==> src/rtl/oai_pkg.sv <==
// Package for the ordered array block: operation and status codes, the
// command that the controller broadcasts to the cell chain, and fixed port widths.
// No dependencies.
package oai_pkg;

	localparam int OP_W = 3;
	localparam int POS_W = 7;
	localparam int PORT_DW = 32;
	localparam int STATUS_W = 2;
	localparam int COUNT_W = 7;

	typedef enum logic [OP_W-1:0] {
		OP_APPEND = 3'd0,
		OP_INSERT = 3'd1,
		OP_REMOVE = 3'd2,
		OP_READ   = 3'd3,
		OP_WRITE  = 3'd4,
		OP_CLEAR  = 3'd5
	} op_t;

	typedef enum logic [STATUS_W-1:0] {
		ST_OK    = 2'd0,
		ST_RANGE = 2'd1,
		ST_FULL  = 2'd2
	} status_t;

	typedef enum logic [1:0] {
		CMD_HOLD   = 2'd0,
		CMD_INSERT = 2'd1,
		CMD_REMOVE = 2'd2,
		CMD_WRITE  = 2'd3
	} cmd_kind_t;

	typedef struct packed {
		cmd_kind_t kind;
		logic      rd_en;
	} cmd_t;

endpackage

==> src/rtl/oai_cell.sv <==
// One storage cell of the ordered array chain. It holds one entry, takes its left
// or right neighbor's word on insert or remove, and the new word on insert or write at its index. Uses oai_pkg.
module oai_cell #(
	parameter int DW = 32,
	parameter int IDX_W = 7,
	parameter int INDEX = 0
) (
	input  logic            clk,
	input  oai_pkg::cmd_t   cmd,
	input  logic [IDX_W-1:0] pos,
	input  logic [DW-1:0]   din,
	input  logic [DW-1:0]   left,
	input  logic [DW-1:0]   right,
	output logic [DW-1:0]   q,
	output logic [DW-1:0]   sel
);
	import oai_pkg::*;

	localparam logic [IDX_W-1:0] MY_IDX = IDX_W'(INDEX);

	logic [DW-1:0] entry_q;
	logic [DW-1:0] entry_d;

	always_comb begin
		entry_d = entry_q;
		case (cmd.kind)
			CMD_INSERT: begin
				if (MY_IDX > pos) begin
					entry_d = left;
				end else if (MY_IDX == pos) begin
					entry_d = din;
				end
			end
			CMD_REMOVE: begin
				if (MY_IDX >= pos) begin
					entry_d = right;
				end
			end
			CMD_WRITE: begin
				if (MY_IDX == pos) begin
					entry_d = din;
				end
			end
			default: begin
				entry_d = entry_q;
			end
		endcase
	end

	always_ff @(posedge clk) begin
		entry_q <= entry_d;
	end

	assign q = entry_q;
	// Only the addressed cell puts its word on the read bus.
	assign sel = (MY_IDX == pos) ? entry_q : '0;

endmodule

==> config.mk <==
export PLATFORM = sky130hd
export DESIGN_NAME = oai_cell
export DESIGN_NICKNAME = d
export VERILOG_FILES = /design/src/rtl/oai_pkg.sv /design/src/rtl/oai_cell.sv
export SDC_FILE = /design/constraint.sdc
export NUM_CORES = 1
export LEC_CHECK = 0
export ABC_CLOCK_PERIOD_IN_PS = 2750
export BUFFER_PORTS_ARGS = -buffer_cell sky130_fd_sc_hd__buf_2
export CORE_MARGIN = 3
export CORE_UTILIZATION = 30
export CTS_BUF_LIST = sky130_fd_sc_hd__clkbuf_2 sky130_fd_sc_hd__clkbuf_4 sky130_fd_sc_hd__clkbuf_8
export DETAILED_ROUTE_END_ITERATION = 10
export GPL_TIMING_DRIVEN = 0
export SLEW_MARGIN = 15
export SYNTH_ARGS = -nofsm -noshare
export SYNTH_HDL_FRONTEND = slang
export SYNTH_SLANG_ARGS = --single-unit
==> constraint.sdc <==
create_clock -name clk -period 2.75 [get_ports clk]
set_clock_uncertainty 0.2 [all_clocks]
set_input_delay 0.1375 -clock clk [delete_from_list [all_inputs] [get_ports clk]]
set_output_delay 0.1375 -clock clk [all_outputs]
set_load 0.01 [all_outputs]
==> results of run 1 <==
## per-stage QoR
stage / cells / hold WS [ns]
after floorplan: 226 / 0.167
after global placement: 440 / 0.257
after detailed placement: 440 / 0.264
after CTS: 471 / 0.000663
after global routing: 472 / 0.00379
final: 472 / 0.00137
## tightest hold or removal path, cell delays in order
cell and delay (ns):
sky130_fd_sc_hd__buf_2 0.07, sky130_fd_sc_hd__nor2_1 0.03, sky130_fd_sc_hd__a21oi_1 0.11
## layout by cell type, fill, tap and decap left out, drive strengths merged
master / count
or4: 1
and2: 32
dlygate4sd3: 25
clkinv: 2
nor2: 34
a41oi: 32
clkbuf: 24
nor4: 1
buf: 143
or3: 1
nor2b: 1
edfxtp: 32
a21o: 1
nand2b: 1
inv: 1
o21ai: 32
a21oi: 32
## report_power, final
group	internal, W	total [W]	switching, W
Combinational	0.000128	0.000271	0.000144
Sequential	0.000588	0.000611	0.0000235
Clock	0.000167	0.000335	0.000169
## per-layer routing
layer	GRT usage, %	wire [um]	vias to the layer above	share of wire, %
met2	31.3	3760	94	50
met5	0	0	-	0
met3	2.76	356	2	4.7
li1	-	-	1190	-
met4	3.79	40	0	0.53
met1	24.3	3390	1108	45
## area by class of cell
| cell class | count | area, um^2 |
|---|---|---|
| tap | 77 | 96.3 |
| fill | 664 | 3350 |
| sequential | 32 | 961 |
| multi-input combinational | 168 | 987 |
| inverter | 1 | 3.75 |
| clock inverter | 2 | 7.51 |
| timing repair buffer | 162 | 936 |
| clock buffer | 5 | 68.8 |
| buffer | 25 | 120 |
## worst paths after layout
kind,startpoint,to,slack (ns)
worst max register to register,q[13],q[13],1.68
worst max-delay path,pos[3],q[2],0.73
worst min-delay path,right[14],q[14],0.001
worst min register to register,q[30],q[30],0.47
## kinds of logic after synthesis
group / after synthesis / synth area share (%)
buf+inv: 26 / 5.98
flops: 32 / 46.4
compound gates: 97 / 29.4
simple gates: 71 / 18.2
==> run_summary.xml, run 1 <==
<?xml version="1.0" encoding="UTF-8"?>
<metrics>
  <group name="outcome">
    <metric name="status" unit="">complete, no violations</metric>
  </group>
  <group name="critical_path">
    <metric name="crit_family" unit="">simple AND/OR/NAND/NOR gates</metric>
    <metric name="timing.setup.critical_path_class" unit="">input port to flip-flop</metric>
    <metric name="critPathRequiredTime" unit="ns">2.46</metric>
    <metric name="critPathSlowestCell" unit="">sky130_fd_sc_hd__a21o_2</metric>
    <metric name="critical_path_depth" unit="">4</metric>
    <metric name="worst_ep_arrival_time" unit="ns">1.73</metric>
    <metric name="timing.critical_path.cells" unit="">buf_2, or4_4, nor2_4, a21o_2</metric>
    <metric name="critical-path-max-stage-delay" unit="ns">0.67</metric>
    <metric name="critical_path_buf_inv_count" unit="">1</metric>
    <metric name="crit_path_start_kind" unit="">input port</metric>
    <metric name="r2r.worst_path.cells" unit="">2</metric>
    <metric name="worstPathMaxFanout" unit="">32</metric>
    <metric name="worstSetupEndpointType" unit="">flip-flop</metric>
  </group>
  <group name="clocking">
    <metric name="numCtsBuffers" unit="">5</metric>
    <metric name="post_cts_resized" unit="">0</metric>
    <metric name="clk_pin_slew" unit="ns">0.07</metric>
    <metric name="clock_tree.root_cell" unit="">sky130_fd_sc_hd__clkbuf_8</metric>
    <metric name="holdBufCountCts" unit="">24</metric>
    <metric name="cts_setup_buffers" unit="">0</metric>
    <metric name="max-clock-path-buffers" unit="">2</metric>
    <metric name="tritoncts" unit="">yes</metric>
    <metric name="clock_sink_count" unit="">32</metric>
    <metric name="clk_latency" unit="ns">0.28</metric>
    <metric name="cts.htree.levels" unit="">2</metric>
  </group>
  <group name="sta">
    <metric name="slew_violations" unit="">0</metric>
    <metric name="post-route-worst-setup-slack" unit="ns">0.727</metric>
    <metric name="worst_slew_margin_rel" unit="%">48.5</metric>
    <metric name="tightestPinTransition" unit="ns">0.772</metric>
    <metric name="setup_viol_count_final" unit="">0</metric>
    <metric name="finalHoldViolCount" unit="">0</metric>
    <metric name="finalCriticalPeriod" unit="ns">2.02</metric>
    <metric name="fmax" unit="MHz">494</metric>
    <metric name="totalNegativeSetupSlack" unit="ns">0</metric>
    <metric name="grt_setup_unrepaired" unit="">no</metric>
    <metric name="post_route_fraction_of_the_period_consumed_by_the_critical_path" unit="%">73.6</metric>
  </group>
  <group name="routing">
    <metric name="detail_route.iter0.violations" unit="">119</metric>
    <metric name="post_detailed_route_drc_marker_count" unit="">0</metric>
    <metric name="route.vias.total" unit="">2394</metric>
    <metric name="drt-vias-per-instance" unit="">5.07</metric>
    <metric name="ant_nets" unit="">0</metric>
    <metric name="detailedRoute.firstPassIterationCount" unit="">4</metric>
    <metric name="routed_wire_length_per_instance" unit="um">16.0</metric>
    <metric name="wirelength" unit="um">7550</metric>
  </group>
  <group name="cells_and_area">
    <metric name="drive_gt1_share" unit="%">38.5</metric>
    <metric name="num-nets-final" unit="">502</metric>
    <metric name="design_area" unit="um^2">3180</metric>
    <metric name="diodes" unit="">0</metric>
    <metric name="area_growth" unit="%">53.6</metric>
    <metric name="number_of_flip_flops_under_the_largest_register_name" unit="">32</metric>
    <metric name="finalCoreUtilization" unit="%">48.7</metric>
  </group>
  <group name="floorplan">
    <metric name="floorplan.die_area" unit="um^2">7940</metric>
    <metric name="core_area" unit="um^2">6530</metric>
    <metric name="die_h" unit="um">89.1</metric>
    <metric name="fp.dieW" unit="um">89.1</metric>
    <metric name="floorplan.initialDensity" unit="%">31.7</metric>
    <metric name="top_level_ports" unit="">171</metric>
    <metric name="placement_rows" unit="">29</metric>
  </group>
  <group name="power_and_ir_drop">
    <metric name="ir_drop" unit="V">0.000129</metric>
    <metric name="total_power" unit="W">0.00122</metric>
    <metric name="power_per_cell_area" unit="nW/um^2">383</metric>
    <metric name="power_leakage" unit="nW">1.39</metric>
  </group>
  <group name="synthesis">
    <metric name="synth_top_cell_area_share" unit="%">46.4</metric>
    <metric name="syn_nets" unit="">333</metric>
    <metric name="synth-warning-count" unit="">0</metric>
    <metric name="ys_async_sr_fraction" unit="%">0</metric>
    <metric name="post_synth_instance_area" unit="um^2">2070</metric>
    <metric name="yosysMostFrequentCell" unit="">sky130_fd_sc_hd__nor2_1</metric>
    <metric name="mean_area_per_synthesized_cell" unit="um^2">9.16</metric>
    <metric name="yosys-top-cells-area" unit="">sky130_fd_sc_hd__edfxtp_1 (46%), sky130_fd_sc_hd__a41oi_1 (14%), sky130_fd_sc_hd__and2_1 (9.7%)</metric>
    <metric name="synth_largest_area_cell" unit="">sky130_fd_sc_hd__edfxtp_1</metric>
    <metric name="yosys_register_bits" unit="">32</metric>
    <metric name="synth_enable_flop_cells" unit="">32</metric>
    <metric name="synth_cells" unit="">226</metric>
    <metric name="postSynth.topFlopCell" unit="">sky130_fd_sc_hd__edfxtp_1</metric>
    <metric name="synth.lib_cells_used.distinct" unit="">17</metric>
    <metric name="sequential_cell_area_fraction_in_the_yosys_report" unit="%">46.4</metric>
  </group>
  <group name="place">
    <metric name="worst_slack_at_placement" unit="ns">0.404</metric>
    <metric name="port_buffers" unit="">137</metric>
    <metric name="dpl.hpwl" unit="um">5420</metric>
    <metric name="dpl-instance-area" unit="um^2">2850</metric>
    <metric name="routabilityCongestion" unit="">0.836</metric>
  </group>
  <group name="job">
    <metric name="maxCapViolations" unit="">0</metric>
  </group>
  <group name="hold_path">
    <metric name="hp-class" unit="">input port to flip-flop</metric>
    <metric name="min_delay_path_depth" unit="">3</metric>
  </group>
  <group name="global_routing">
    <metric name="global_route_wire_length_before_repair" unit="um">11200</metric>
    <metric name="grtUsageTotal" unit="%">18.2</metric>
    <metric name="antenna_found_initial" unit="">0</metric>
    <metric name="grt_remaining_overflow" unit="">0</metric>
    <metric name="vias_in_the_first_global_route" unit="">2265</metric>
    <metric name="pin_count_of_the_biggest_net_entering_global_routing" unit="">33</metric>
  </group>
</metrics>
No activity file was read; power rests on OpenSTA's default activity.
==> run 2: changes to the inputs <==
ABC_CLOCK_PERIOD_IN_PS = 1800   (was 2750)
PLACE_DENSITY = 0.67   (was unset)
clock period = 1.8 ns   (was 2.75 ns; I/O delays follow)
==> run_summary.xml, run 2 (synthesis results as in run 1) <==
<?xml version="1.0" encoding="UTF-8"?>
<metrics>
  <group name="outcome">
    <metric name="status" unit="">complete, no violations</metric>
  </group>
  <group name="clocking">
    <metric name="clock_sink_count" unit="">32</metric>
    <metric name="tritoncts" unit="">yes</metric>
    <metric name="clk_pin_slew" unit="ns">0.06</metric>
    <metric name="clk_latency" unit="ns">0.28</metric>
    <metric name="post_cts_resized" unit="">0</metric>
    <metric name="max-clock-path-buffers" unit="">2</metric>
    <metric name="cts.htree.levels" unit="">2</metric>
    <metric name="numCtsBuffers" unit="">5</metric>
    <metric name="clock_tree.root_cell" unit="">sky130_fd_sc_hd__clkbuf_8</metric>
  </group>
  <group name="sta">
    <metric name="worst_hold_slack" unit="ns">0.0416</metric>
    <metric name="slew_violations" unit="">0</metric>
    <metric name="post_route_fraction_of_the_period_consumed_by_the_critical_path" unit="%">96.1</metric>
    <metric name="fmax" unit="MHz">578</metric>
    <metric name="tightestPinTransition" unit="ns">0.637</metric>
    <metric name="totalNegativeSetupSlack" unit="ns">0</metric>
    <metric name="grt_setup_unrepaired" unit="">no</metric>
    <metric name="worst_slew_margin_rel" unit="%">57.1</metric>
    <metric name="setup_viol_count_final" unit="">0</metric>
    <metric name="finalHoldViolCount" unit="">0</metric>
    <metric name="finalCriticalPeriod" unit="ns">1.73</metric>
  </group>
  <group name="power_and_ir_drop">
    <metric name="total_power" unit="W">0.00189</metric>
    <metric name="power_leakage" unit="nW">1.43</metric>
    <metric name="ir_drop" unit="V">0.000227</metric>
    <metric name="power_per_cell_area" unit="nW/um^2">578</metric>
  </group>
  <group name="job">
    <metric name="maxCapViolations" unit="">0</metric>
  </group>
  <group name="cells_and_area">
    <metric name="area_growth" unit="%">57.6</metric>
    <metric name="mostFrequentLayoutCells" unit="">sky130_fd_sc_hd__buf_2 (140), sky130_fd_sc_hd__nor2_1 (33)</metric>
    <metric name="num-nets-final" unit="">510</metric>
    <metric name="layout.area.seq" unit="um^2">961</metric>
    <metric name="filler_cell_count" unit="">625</metric>
    <metric name="final_common_cell" unit="">sky130_fd_sc_hd__buf_2</metric>
    <metric name="drive_gt1_share" unit="%">38.0</metric>
    <metric name="multiInputGateArea" unit="um^2">993</metric>
    <metric name="finalCoreUtilization" unit="%">50.0</metric>
    <metric name="number_of_flip_flops_under_the_largest_register_name" unit="">32</metric>
    <metric name="diodes" unit="">0</metric>
  </group>
  <group name="place">
    <metric name="port_buffers" unit="">137</metric>
    <metric name="dpl.hpwl" unit="um">5230</metric>
    <metric name="routabilityCongestion" unit="">0.762</metric>
  </group>
  <group name="critical_path">
    <metric name="worstPathMaxFanout" unit="">10</metric>
    <metric name="critPathRequiredTime" unit="ns">1.51</metric>
    <metric name="crit_path_start_kind" unit="">input port</metric>
    <metric name="timing.setup.critical_path_class" unit="">input port to primary output</metric>
    <metric name="worst_ep_arrival_time" unit="ns">1.44</metric>
    <metric name="r2r-start" unit="">q[11]</metric>
    <metric name="regToRegSetupSlack" unit="ns">0.73</metric>
    <metric name="critical_path.reg2reg.endpoint" unit="">q[11]</metric>
    <metric name="worstSetupEndpointType" unit="">primary output</metric>
    <metric name="r2r.worst_path.cells" unit="">2</metric>
  </group>
  <group name="routing">
    <metric name="drt-vias-per-instance" unit="">5.26</metric>
    <metric name="post_detailed_route_drc_marker_count" unit="">0</metric>
    <metric name="route.vias.total" unit="">2526</metric>
    <metric name="detail_route.iter0.violations" unit="">135</metric>
    <metric name="routed_wire_length_per_instance" unit="um">16.1</metric>
    <metric name="detailedRoute.firstPassIterationCount" unit="">4</metric>
    <metric name="ant_nets" unit="">0</metric>
    <metric name="wirelength" unit="um">7750</metric>
  </group>
  <group name="global_routing">
    <metric name="vias_in_the_first_global_route" unit="">2357</metric>
    <metric name="antenna_found_initial" unit="">0</metric>
    <metric name="grtUsageTotal" unit="%">18.8</metric>
    <metric name="global_route_wire_length_before_repair" unit="um">11600</metric>
    <metric name="grt_remaining_overflow" unit="">0</metric>
    <metric name="pin_count_of_the_biggest_net_entering_global_routing" unit="">33</metric>
  </group>
  <group name="floorplan">
    <metric name="core_area" unit="um^2">6530</metric>
    <metric name="floorplan.die_area" unit="um^2">7940</metric>
    <metric name="placement_rows" unit="">29</metric>
    <metric name="fp.dieW" unit="um">89.1</metric>
    <metric name="top_level_ports" unit="">171</metric>
    <metric name="die_h" unit="um">89.1</metric>
    <metric name="floorplan.initialDensity" unit="%">31.7</metric>
  </group>
  <group name="hold_path">
    <metric name="min-delay-start" unit="">din[26]</metric>
    <metric name="min_delay_path_depth" unit="">3</metric>
    <metric name="hp-class" unit="">input port to flip-flop</metric>
    <metric name="min_delay_worst_endpoint" unit="">q[26]</metric>
  </group>
</metrics>
[run 2: cell type report]
cell class / count / share of cell area, %
Timing Repair Buffer: 170 / 31.0
Multi-Input combinational cell: 168 / 30.4
Sequential cell: 32 / 29.4
Buffer: 25 / 3.68
Tap cell: 77 / 2.95
Clock buffer: 5 / 2.11
Clock inverter: 2 / 0.230
Inverter: 1 / 0.115
[run 2: metal layers]
metal | vias to the layer above | track usage [%] | part of all wire (%)
met4 | 0 | 4.19 | 1.1
li1 | 1208 | - | -
met1 | 1194 | 23.4 | 42
met3 | 9 | 3.59 | 6.7
met5 | - | 0 | 0
met2 | 115 | 33.6 | 50
[run 2: stage by stage]
stage | cell area, um^2 | setup slack (ns) | cells
after floorplan | 2080 | 0.0790 | 226
after global placement | 2860 | -0.234 | 440
after detailed placement | 2860 | -0.256 | 440
after CTS | 3260 | 0.0266 | 479
after global routing | 3260 | 0.00735 | 480
final | 3260 | 0.0703 | 480
[run 2: worst max-delay path by stage]
stage / startpoint / to / slack, ns
floorplan: pos[3] / q[0] / 0.08
global placement: pos[3] / q[25] / -0.23
detailed placement: pos[3] / q[23] / -0.26
CTS: pos[3] / sel[20] / 0.03
global route: pos[3] / sel[1] / 0.007
finish: pos[3] / sel[1] / 0.07
[run 2: critical path, cell delays in order]
cell and delay [ns]:
sky130_fd_sc_hd__buf_2 0.11, sky130_fd_sc_hd__or4_4 0.59, sky130_fd_sc_hd__nor2_4 0.20, sky130_fd_sc_hd__buf_6 0.17
sky130_fd_sc_hd__and2_1 0.14, sky130_fd_sc_hd__buf_2 0.14
[run 2: power by group]
group	leakage, nW	switching [W]	internal [W]	total, W
Combinational	1.08	0.000225	0.000207	0.000432
Sequential	0.308	0.0000361	0.000897	0.000933
Clock	0.0391	0.000265	0.000255	0.000520
Total	1.43	0.000526	0.00136	0.00189
[run 2: timing repair]
item / 4_1_cts / 5_1_grt
hold buffers: 32 / 0
endpoints found under the hold margin: 32 / 0
setup endpoints to repair: 0 / 56
buffers inserted: 0 / 1
