$ cat src/rtl/oai_pkg.sv
// Package for the ordered array block: operation and status codes, the
// command that the controller broadcasts to the cell chain, and fixed port widths.
// No dependencies.
package oai_pkg;

	localparam int OP_W = 3;
	localparam int POS_W = 7;
	localparam int PORT_DW = 32;
	localparam int STATUS_W = 2;
	localparam int COUNT_W = 7;

	typedef enum logic [OP_W-1:0] {
		OP_APPEND = 3'd0,
		OP_INSERT = 3'd1,
		OP_REMOVE = 3'd2,
		OP_READ   = 3'd3,
		OP_WRITE  = 3'd4,
		OP_CLEAR  = 3'd5
	} op_t;

	typedef enum logic [STATUS_W-1:0] {
		ST_OK    = 2'd0,
		ST_RANGE = 2'd1,
		ST_FULL  = 2'd2
	} status_t;

	typedef enum logic [1:0] {
		CMD_HOLD   = 2'd0,
		CMD_INSERT = 2'd1,
		CMD_REMOVE = 2'd2,
		CMD_WRITE  = 2'd3
	} cmd_kind_t;

	typedef struct packed {
		cmd_kind_t kind;
		logic      rd_en;
	} cmd_t;

endpackage

$ cat src/rtl/oai_ctrl.sv
// Controller for the ordered array: holds the fill count, checks range and
// full conditions, and issues one command per item to the cells. Uses oai_pkg.
module oai_ctrl #(
	parameter int CAPACITY = 64,
	parameter int CW = 7,
	parameter int CMP_W = 7
) (
	input  logic                   clk,
	input  logic                   arst_n,
	input  logic                   accept,
	input  logic [oai_pkg::OP_W-1:0] operation,
	input  logic [oai_pkg::POS_W-1:0] position,
	output oai_pkg::cmd_t          cmd,
	output logic [CMP_W-1:0]       cmd_pos,
	output oai_pkg::status_t       status,
	output logic [CW-1:0]          count_next
);
	import oai_pkg::*;

	localparam logic [CMP_W-1:0] CAP = CMP_W'(CAPACITY);

	logic [CW-1:0]    fill_q;
	logic [CMP_W-1:0] pos_x;
	logic [CMP_W-1:0] cnt_x;
	cmd_t             cmd_raw;

	assign pos_x = CMP_W'(position);
	assign cnt_x = CMP_W'(fill_q);

	always_comb begin
		cmd_raw    = '{kind: CMD_HOLD, rd_en: 1'b0};
		cmd_pos    = pos_x;
		status     = ST_OK;
		count_next = fill_q;
		case (op_t'(operation))
			OP_APPEND: begin
				cmd_pos = cnt_x;
				if (cnt_x >= CAP) begin
					status = ST_FULL;
				end else begin
					cmd_raw.kind = CMD_INSERT;
					count_next   = fill_q + CW'(1);
				end
			end
			OP_INSERT: begin
				if (pos_x > cnt_x) begin
					status = ST_RANGE;
				end else if (cnt_x >= CAP) begin
					status = ST_FULL;
				end else begin
					cmd_raw.kind = CMD_INSERT;
					count_next   = fill_q + CW'(1);
				end
			end
			OP_REMOVE: begin
				if (pos_x >= cnt_x) begin
					status = ST_RANGE;
				end else begin
					cmd_raw.kind  = CMD_REMOVE;
					cmd_raw.rd_en = 1'b1;
					count_next    = fill_q - CW'(1);
				end
			end
			OP_READ: begin
				if (pos_x >= cnt_x) begin
					status = ST_RANGE;
				end else begin
					cmd_raw.rd_en = 1'b1;
				end
			end
			OP_WRITE: begin
				if (pos_x >= cnt_x) begin
					status = ST_RANGE;
				end else begin
					cmd_raw.kind  = CMD_WRITE;
					cmd_raw.rd_en = 1'b1;
				end
			end
			OP_CLEAR: begin
				count_next = '0;
			end
			default: begin
				count_next = fill_q;
			end
		endcase
	end

	// Cells only move on an accepted item.
	always_comb begin
		cmd = cmd_raw;
		if (!accept) begin
			cmd.kind = CMD_HOLD;
		end
	end

	always_ff @(posedge clk or negedge arst_n) begin
		if (!arst_n) begin
			fill_q <= '0;
		end else if (accept) begin
			fill_q <= count_next;
		end
	end

endmodule

$ cat config.mk
export PLATFORM = sky130hd
export DESIGN_NAME = oai_ctrl
export DESIGN_NICKNAME = d
export VERILOG_FILES = /design/src/rtl/oai_pkg.sv /design/src/rtl/oai_ctrl.sv
export SDC_FILE = /design/constraint.sdc
export NUM_CORES = 1
export LEC_CHECK = 0
export ABC_AREA = 1
export BUFFER_PORTS_ARGS = -buffer_cell sky130_fd_sc_hd__clkbuf_2
export CORE_UTILIZATION = 58
export CTS_CLUSTER_SIZE = 30
export DETAILED_ROUTE_END_ITERATION = 7
export GPL_TIMING_DRIVEN = 1
export PLACE_DENSITY = 0.95
export RECOVER_POWER = 100
export SLEW_MARGIN = 20
export SYNTH_ARGS = -nofsm -noshare
export SYNTH_HDL_FRONTEND = slang
export SYNTH_SLANG_ARGS = --single-unit
$ cat constraint.sdc
create_clock -name clk -period 6.17 [get_ports clk]
set_input_delay 1.234 -clock clk [delete_from_list [all_inputs] [get_ports clk]]
set_output_delay 1.234 -clock clk [all_outputs]
set_load 0.02 [all_outputs]
==> reports/summary.md, run 1 <==
* **status** completed
* **primary flip-flop cell chosen by synthesis mapping** dfrtp_1
* **unique cell type count in the Yosys netlist** 35
* **maximum fanout encountered on the critical timing path** 10
* **dominant combinational cell family by area after synthesis** simple AND/OR/NAND/NOR gates
* **clock tree from TritonCTS** done
* **standard cell area after detailed placement** 1450 um2
* **largest cells by area after synthesis** nand2_1, dfrtp_1, nand3_1, ha_1, inv_1
* **Antenna Diode Count** 0
* **flip-flop and latch count after synthesis** 7
* **final setup vio count** 0
* **number of ports placed on the die boundary** 32
* **count of pins over their slew limit** 0
* **post-CTS setup-driven buffer insertion count** 0
* **Sum Neg Setup Slack** 0 ps
* **syn_nets** 234
* **hold buffers post-CTS** 0
* **HPWL reported at the end of detailed placement** 2620 um
* **leading area contributor after synthesis** nand2_1
* **GR Overflow Total** 0
* **RSZ-0062 raised after global routing** no
* **number of buffers between clock root and the deepest sink** 2
* **Pwr per Cell Area** 276 nW/um2
* **# clock sinks** 7
* **most frequent cells in the layout** nand2_1, nand3_1, clkbuf_1
* **depth of the most critical reg-to-reg path** 12
* **number of buffers inserted during clock tree synthesis** 3
* **final critical-path share of the clock period** 76.4%
* **cell count after synthesis** 212
* **number of vias per cell** 5.73
* **Avg WL per Cell** 12.4 um
* **adder-cell share of the synthesized area** 8.66%
* **Area Growth Syn to Fin** 7.99%
* **final non-filler cell total** 267
* **number of enable flip-flop cells after synthesis** 0
* **most common cell after layout, fill and taps aside** nand2_1
* **area of the core** 2040 um2
* **HP Class** register to register
* **overall via count from detail_route** 1530
* **H-tree levels** 1
* **detailed-router iteration count before antenna repair** 5
* **antenna viol nets, final** 0
* **Clk pin slew, worst setup/hold paths** 50 ps
* **Yosys Warn Count** 0
* **die height** 49.3 um
* **number of port buffers** 31
* **area share of the largest cell type after synthesis** 20.2%
* **Peak Freq** 212 MHz
* **placer's final routability congestion estimate** 0.899
* **setup slack on the worst flop-to-flop path** 3340 ps
* **destination of the critical timing path** count_next[5]
* **die outline area** 2430 um2
* **post-synthesis xor/xnor area fraction** 3.37%
* **CP Capture Type** primary output
* **later-pin clock latency in the skew report** 250 ps
* **Startpoint Class** primary input
* **min Tclk post-route** 4710 ps
* **final std cell area, no fill** 1400 um2
* **initial standard-cell utilization of the core** 63.7%
* **post-cts sizing count** 0
* **first-pass GRT wire length** 5780 um
* **post-layout net count** 263
* **total wirelength of the detailed-routed design** 3320 um
* **P_leak** 0.742 nW
* **Seq/Total Area, Yosys** 13.5%
* **pin count of the biggest net entering global routing** 14
* **Post-Syn Area** 1300 um2
* **Global Route Usage Sum** 30.1%
* **antenna violations before repair** 0
* **path type of the worst setup path** primary input to primary output
* **Crit. Startpoint** position[6]
* **placement row count** 16
* **proportion of layout cells with a drive suffix above 1** 14.2%
* **proportion of synthesized area in mux cells** 0%
* **worst clock skew on the final layout** 0.830 ps
* **CP Data Arrival Time** 3480 ps
* **DRC errors left** 0
* **fraction of the mapped netlist area in compound gates** 9.91%
* **Crit Reg-Reg Startpoint** cnt_x[5]$_DFFE_PN0P_
* **worst endpoint required time** 4940 ps
* **number of maximum-capacitance violations** 0
* **number of flip-flops under the largest register name** 7
* **DR iter-0 viols** 76
* **placed insts** 263
* **transition at the pin with the smallest max-transition slack** 461 ps
* **Relative slew margins** 69.2%
* **Mean Syn Cell Area** 6.13 um2
* **width of the die** 49.3 um
* **maximum vdd drop** 0.000265 V
* **clock root buffer master** clkbuf_4
* **simple-gate share of the synthesized area** 54.0%
* **worst reg2reg endpoint** cnt_x[4]$_DFFE_PN0P_
* **ys async rst share** 100%
* **count of final hold-check violations** 0
* **vias in the first global route** 1382
==> layer usage <==
layer,global-route usage [%],wire length (um)
met5,0,0
met4,7.35,38
met3,7.79,320
met2,52.5,1550
met1,36.3,1410
==> synthesized netlist by cell type (all sizes together) (2+ instances only) <==
master,count
nor3,5
ha,9
xor2,3
inv,23
nand4,7
nand2,76
dfrtp,7
o21ai,11
nor2,16
nand3,30
xnor2,2
buf,7
a21oi,7
and2,3
==> through the flow <==
stage	total power, mW	hold WS, ps	utilization (%)	setup WS [ps]
finish	0.388	566	68.8	1460
CTS	0.404	565	72.2	2090
global route	0.428	631	68.8	1220
detailed placement	0.360	553	71.0	2090
global placement	0.352	551	71.0	2140
floorplan	0.300	517	-	2360
==> how the worst min path moves through the flow <==
stage	startpoint	end	depth (start not counted)
6_report	cnt_x[5]$_DFFE_PN0P_	cnt_x[5]$_DFFE_PN0P_	2
3_3_place_gp	cnt_x[5]$_DFFE_PN0P_	cnt_x[5]$_DFFE_PN0P_	2
5_1_grt	cnt_x[5]$_DFFE_PN0P_	cnt_x[5]$_DFFE_PN0P_	2
3_5_place_dp	cnt_x[5]$_DFFE_PN0P_	cnt_x[5]$_DFFE_PN0P_	2
4_1_cts	cnt_x[5]$_DFFE_PN0P_	cnt_x[5]$_DFFE_PN0P_	2
2_1_floorplan	cnt_x[5]$_DFFE_PN0P_	cnt_x[5]$_DFFE_PN0P_	2
==> worst max-delay path, cell delays in order <==
cell and delay, ps:
clkbuf_2 90, ha_1 300, nand2_1 140, clkinv_1 80, a21oi_1 370, nand3_1 410, clkinvlp_2 310, nand2_1 70
nand3_1 80, nand3_1 90, and2_1 140, clkbuf_1 160
==> kinds of logic after synthesis <==
| family | Yosys count |
|---|---|
| buffers and inverters | 31 |
| XOR/XNOR | 5 |
| AND/OR/NAND/NOR | 140 |
| AO/OA/AOI/OAI | 20 |
| adder cells (fa/ha/maj) | 9 |
| flip-flops | 7 |
==> power by group <==
part	switching, mW	leakage [nW]	internal [mW]
Combinational	0.171	0.636	0.0880
Sequential	0.0294	0.0915	0.0572
Clock	0.0170	0.0150	0.0247
Total	0.218	0.742	0.170
==> area by class of cell <==
| class | count | area, um2 |
|---|---|---|
| well taps | 27 | 33.8 |
| clock buffers | 4 | 26.3 |
| flip-flops and latches | 7 | 175 |
| multi-input cells | 174 | 938 |
| fillers | 211 | 638 |
| inverters | 24 | 96.3 |
| repair buffers | 31 | 134 |
Power figures use the tool's default switching activity.
==> inputs of run 2 (changes only) <==
--- a/config.mk
+++ b/config.mk
@@ -7,11 +7,12 @@
 export LEC_CHECK = 0
 export ABC_AREA = 1
 export BUFFER_PORTS_ARGS = -buffer_cell sky130_fd_sc_hd__clkbuf_2
-export CORE_UTILIZATION = 58
+export CORE_ASPECT_RATIO = 2
+export CORE_UTILIZATION = 49
 export CTS_CLUSTER_SIZE = 30
 export DETAILED_ROUTE_END_ITERATION = 7
 export GPL_TIMING_DRIVEN = 1
-export PLACE_DENSITY = 0.95
+export PLACE_DENSITY = 0.88
 export RECOVER_POWER = 100
 export SLEW_MARGIN = 20
 export SYNTH_ARGS = -nofsm -noshare
==> constraint.sdc (replaced) <==
create_clock -name clk -period 4.2 [get_ports clk]
set_input_delay 0.84 -clock clk [delete_from_list [all_inputs] [get_ports clk]]
set_output_delay 0.84 -clock clk [all_outputs]
set_load 0.02 [all_outputs]
==> reports/summary.md, run 2 (synthesized netlist as in run 1, its figures left out) <==
* **Psw** 334 uW, was 218 uW
* **area of the core** 2540 um2, was 2040 um2
* **Internal Dissipation** 284 uW, was 170 uW
* **count of pins over their slew limit** 0, unchanged
* **overall via count from detail_route** 1498, was 1530
* **clock tree from TritonCTS** done, unchanged
* **pin count of the biggest net entering global routing** 14, unchanged
* **initial standard-cell utilization of the core** 51.2%, was 63.7%
* **clock root buffer master** clkbuf_8, was clkbuf_4
* **Sum Neg Setup Slack** 0 ps, unchanged
* **count of final hold-check violations** 0, unchanged
* **count of fill cells added during filler insertion** 301, was 211
* **vias in the first global route** 1418, was 1382
* **register share of total power** 20.7%, was 22.3%
* **setup slack on the worst flop-to-flop path** 1680 ps, was 3340 ps
* **number of buffers inserted during clock tree synthesis** 3, unchanged
* **DR iter-0 viols** 58, was 76
* **P_leak** 0.759 nW, was 0.742 nW
* **worst-case setup margin in the final layout** 589 ps, was 1460 ps
* **DRC errors left** 0, unchanged
* **post-CTS setup-driven buffer insertion count** 0, unchanged
* **smallest hold slack** 520 ps, was 566 ps
* **status** completed, unchanged
* **most frequent cells in the layout** nand2_1, nand3_1, inv_1, clkbuf_1, clkbuf_2, was nand2_1, nand3_1, clkbuf_1
* **share of total power in the clock network** 15.1%, was 10.8%
* **HP Class** primary input to async pin, was register to register
* **most common cell after layout, fill and taps aside** nand2_1, unchanged
* **share of total power consumed by net switching** 54.0%, was 56.2%
* **later-pin clock latency in the skew report** 220 ps, was 250 ps
* **worst endpoint required time** 3360 ps, was 4940 ps
* **detailed-router iteration count before antenna repair** 4, was 5
* **number of vias per cell** 5.59, was 5.73
* **Avg WL per Cell** 13.5 um, was 12.4 um
* **proportion of layout cells with a drive suffix above 1** 15.4%, was 14.2%
* **first-pass GRT wire length** 5850 um, was 5780 um
* **maximum fanout encountered on the critical timing path** 11, was 10
* **placement row count** 26, was 16
* **die height** 74.8 um, was 49.3 um
* **CP Data Arrival Time** 2770 ps, was 3480 ps
* **number of port buffers** 31, unchanged
* **standard cell area after detailed placement** 1450 um2, about the same
* **CP Capture Type** primary output, unchanged
* **hold buffers post-CTS** 0, unchanged
* **Area Growth Syn to Fin** 10.5%, was 7.99%
* **min Tclk post-route** 3610 ps
* **Startpoint Class** register, was primary input
* **final std cell area, no fill** 1440 um2, was 1400 um2
* **# clock sinks** 7, unchanged
* **worst reg2reg endpoint** cnt_x[4]$_DFFE_PN0P_, unchanged
* **worst clock skew on the final layout** 0.985 ps, was 0.830 ps
* **Relative slew margins** 66.5%, was 69.2%
* **maximum vdd drop** 0.000231 V, was 0.000265 V
* **Design Power** 617 uW, was 388 uW
* **path type of the worst setup path** register to primary output, was primary input to primary output
* **number of maximum-capacitance violations** 0, unchanged
* **Clk pin slew, worst setup/hold paths** 40 ps, was 50 ps
* **die outline area** 2880 um2, was 2430 um2
* **Antenna Diode Count** 0, unchanged
* **Global Route Usage Sum** 28.1%, was 30.1%
* **antenna viol nets, final** 0, unchanged
* **Pwr per Cell Area** 430 nW/um2, was 276 nW/um2
* **final setup vio count** 0, unchanged
* **final critical-path share of the clock period** 86.0%
* **transition at the pin with the smallest max-transition slack** 500 ps, was 461 ps
* **H-tree levels** 1, unchanged
* **combinational group share of total power** 64.2%, was 66.9%
* **depth of the most critical reg-to-reg path** 12, unchanged
* **HPWL reported at the end of detailed placement** 2970 um, was 2620 um
* **total wirelength of the detailed-routed design** 3610 um, was 3320 um
* **Peak Freq** 277 MHz
* **width of the die** 38.4 um, was 49.3 um
* **antenna violations before repair** 0, unchanged
* **number of buffers between clock root and the deepest sink** 2, unchanged
* **RSZ-0062 raised after global routing** no, unchanged
* **number of flip-flops under the largest register name** 7, unchanged
* **post-layout net count** 263, unchanged
* **DP Worst Slack** 899 ps, was 2090 ps
* **placer's final routability congestion estimate** 1.02, was 0.899
* **Crit Reg-Reg Startpoint** cnt_x[2]$_DFFE_PN0P_, was cnt_x[5]$_DFFE_PN0P_
* **post-cts sizing count** 0, unchanged
* **number of ports placed on the die boundary** 32, unchanged
* **GR Overflow Total** 0, unchanged
==> run 2: power by group through the flow <==
stage | Combinational, mW | Sequential (mW) | Clock (mW)
final | 0.396 | 0.128 | 0.0931
after global routing | 0.447 | 0.132 | 0.102
after CTS | 0.409 | 0.126 | 0.0972
after detailed placement | 0.408 | 0.127 | 0
after global placement | 0.399 | 0.126 | 0
after floorplan | 0.344 | 0.0969 | 0
==> run 2: worst max path at each step <==
stage                              start       endpoint  slack (ps)  depth (start not counted)
global route        cnt_x[2]$_DFFE_PN0P_  count_next[3]         350                         11
floorplan                    position[6]  count_next[3]        1180                          9
global placement             position[6]  count_next[3]         960                         11
CTS                          position[6]  count_next[3]         900                         11
detailed placement           position[6]  count_next[3]         900                         11
finish              cnt_x[2]$_DFFE_PN0P_  count_next[5]         590                         12
==> run 2: per-stage QoR <==
stage	util (%)	instances
after floorplan	-	212
after global placement	57.1	264
after detailed placement	57.1	264
after CTS	58.9	268
after global routing	56.6	268
final	56.6	268
==> run 2: layer usage <==
metal | global-route usage (%) | part of all wire (%) | wire length (um) | vias to the layer above
met5 | 0 | 0 | 0 | -
met4 | 18.4 | 4.5 | 163 | 0
met3 | 3.54 | 3.9 | 140 | 18
met2 | 52.2 | 57 | 2060 | 53
met1 | 27.1 | 34 | 1240 | 675
li1 | - | - | - | 752
==> run 2: critical path, cell delays in order (launching register included) <==
cell and delay [ps]:
dfrtp_1 550, inv_1 160, ha_1 340, a21oi_1 140, nand2_1 80, nand2_1 160
nand3_1 390, inv_4 210, nand2_1 60, nand3_1 70, nand3_1 80, and2_1 150
clkbuf_1 160
==> run 2: cell type report <==
class,instances,area [um2],area share (%)
multi-input combinational,174,948,66.0
sequential,7,175,12.2
timing repair buffer,31,135,9.41
inverter,24,97.6,6.79
clock buffer,4,45.0,3.14
tap,28,35.0,2.44
==> inputs of run 3 (changes only) <==
==> constraint.sdc (replaced) <==
create_clock -name clk -period 4.2 [get_ports clk]
set_input_delay 0.84 -clock clk [delete_from_list [all_inputs] [get_ports clk]]
set_output_delay 0.84 -clock clk [all_outputs]
set_load 0.1 [all_outputs]
==> reports/summary.md, run 3 (synthesized netlist as in run 1, its figures left out) <==
* **CP Capture Type** primary output, unchanged
* **die height** 74.8 um, unchanged
* **placement row count** 26, unchanged
* **antenna viol nets, final** 0, unchanged
* **standard cell area after detailed placement** 1460 um2, was 1450 um2
* **final non-filler cell total** 269, was 268
* **number of flip-flops under the largest register name** 7, unchanged
* **most common cell after layout, fill and taps aside** nand2_1, unchanged
* **DR iter-0 viols** 44, was 58
* **number of ports placed on the die boundary** 32, unchanged
* **post-CTS setup-driven buffer insertion count** 0, unchanged
* **first-pass GRT wire length** 5710 um, was 5850 um
* **GR Overflow Total** 0, unchanged
* **worst endpoint required time** 3360 ps, about the same
* **number of vias per cell** 5.61, was 5.59
* **detailed-router iteration count before antenna repair** 4, unchanged
* **placed insts** 265, was 264
* **depth of the most critical reg-to-reg path** 12, unchanged
* **maximum fanout encountered on the critical timing path** 7, was 11
* **core occupancy in the finished layout** 57.8%, was 56.6%
* **final std cell area, no fill** 1470 um2, was 1440 um2
* **Global Route Usage Sum** 27.1%, was 28.1%
* **Avg WL per Cell** 12.8 um, was 13.5 um
* **HP Class** primary input to async pin, unchanged
* **transition at the pin with the smallest max-transition slack** 1160 ps, was 500 ps
* **Clk pin slew, worst setup/hold paths** 40 ps, about the same
* **post-layout net count** 264, was 263
* **total wirelength of the detailed-routed design** 3450 um, was 3610 um
* **vias in the first global route** 1410, was 1418
* **count of pins over their slew limit** 0, unchanged
* **most frequent cells in the layout** nand2_1, nand3_1, clkbuf_2, was nand2_1, nand3_1, inv_1, clkbuf_1, clkbuf_2
* **initial standard-cell utilization of the core** 51.2%, unchanged
* **overall via count from detail_route** 1508, was 1498
* **count of final hold-check violations** 0, unchanged
* **clock root buffer master** clkbuf_8, unchanged
* **path type of the worst setup path** primary input to primary output, was register to primary output
* **final critical-path share of the clock period** 89.7%, was 86.0%
* **post-cts sizing count** 0, unchanged
* **RSZ-0062 raised after global routing** no, unchanged
* **worst clock skew on the final layout** 0.412 ps, was 0.985 ps
* **DRC errors left** 0, unchanged
* **Peak Freq** 266 MHz, was 277 MHz
* **H-tree levels** 1, unchanged
* **Area Growth Syn to Fin** 12.9%, was 10.5%
* **Design Power** 798 uW, was 617 uW
* **setup slack on the worst flop-to-flop path** 1950 ps, was 1680 ps
* **maximum vdd drop** 0.000350 V, was 0.000231 V
* **area of the core** 2540 um2, unchanged
* **number of buffers between clock root and the deepest sink** 2, unchanged
* **placer's final routability congestion estimate** 0.948, was 1.02
* **final setup vio count** 0, unchanged
* **Pwr per Cell Area** 544 nW/um2, was 430 nW/um2
* **Crit Reg-Reg Startpoint** cnt_x[6]$_DFFE_PN0P_, was cnt_x[2]$_DFFE_PN0P_
* **number of buffers inserted during clock tree synthesis** 3, unchanged
* **pin count of the biggest net entering global routing** 14, unchanged
* **min Tclk post-route** 3770 ps, was 3610 ps
* **CP Data Arrival Time** 2930 ps, was 2770 ps
* **# clock sinks** 7, unchanged
* **count of fill cells added during filler insertion** 293, was 301
* **clock tree from TritonCTS** done, unchanged
* **status** completed, unchanged
* **number of port buffers** 31, unchanged
* **P_leak** 0.779 nW, was 0.759 nW
* **die outline area** 2880 um2, unchanged
* **hold buffers post-CTS** 0, unchanged
* **Startpoint Class** primary input, was register
* **later-pin clock latency in the skew report** 220 ps, about the same
* **worst reg2reg endpoint** cnt_x[4]$_DFFE_PN0P_, unchanged
* **HPWL reported at the end of detailed placement** 2870 um, was 2970 um
* **Relative slew margins** 22.9%, was 66.5%
* **number of maximum-capacitance violations** 0, unchanged
* **antenna violations before repair** 0, unchanged
* **width of the die** 38.4 um, unchanged
* **proportion of layout cells with a drive suffix above 1** 17.8%, was 15.4%
* **Antenna Diode Count** 0, unchanged
-- run 3: cell types whose count changed in the layout (fill, tap and decap cells not counted), sizes merged --
| cell | before | now |
|---|---|---|
| buf | 0 | 1 |
-- run 3: per-layer routing --
| metal | track usage [%] | routed length (um) | up-vias |
|---|---|---|---|
| met1 | 27.7 | 1200 | 677 |
| met5 | 0 | 0 | - |
| met3 | 2.95 | 142 | 17 |
| li1 | - | - | 753 |
| met4 | 20.3 | 172 | 0 |
| met2 | 47.8 | 1930 | 61 |
-- run 3: stage by stage --
stage	worst slack (ps)	TNS (ps)	hold slack (ps)
after floorplan	-116	-693	517
after global placement	670	0	557
after detailed placement	599	0	570
after CTS	595	0	450
after global routing	258	0	521
final	435	0	505
-- run 3: cell type report --
| type | count | area [um2] | share of cell area [%] |
|---|---|---|---|
| well taps | 28 | 35.0 | 2.39 |
| multi-input cells | 174 | 968 | 66.0 |
| inverters | 24 | 97.6 | 6.65 |
| clock buffers | 4 | 45.0 | 3.07 |
| flip-flops and latches | 7 | 175 | 11.9 |
| repair buffers | 32 | 146 | 9.97 |
-- run 3: critical path: stages --
cell and delay, ps:
clkbuf_1 90, ha_1 320, nand2_1 140, inv_1 90, a21oi_4 240, nand2_4 110
nand3_2 120, nand2_1 60, inv_1 60, clkbuf_1 850
-- run 3: worst max path at each step --
stage / startpoint / end / slack (ps) / cells after the start
2_1_floorplan: operation[0] / cmd_pos[1] / -120 / 5
3_3_place_gp: position[6] / count_next[3] / 670 / 11
3_5_place_dp: position[6] / count_next[3] / 600 / 11
4_1_cts: position[6] / count_next[3] / 590 / 11
5_1_grt: position[6] / count_next[3] / 260 / 11
6_report: position[6] / status[1] / 430 / 10
-- run 3: power by group --
part	switching [mW]	total, mW	internal [mW]
clock network	0.0242	0.0894	0.0652
logic	0.443	0.582	0.139
registers	0.0417	0.126	0.0843
total	0.509	0.798	0.289
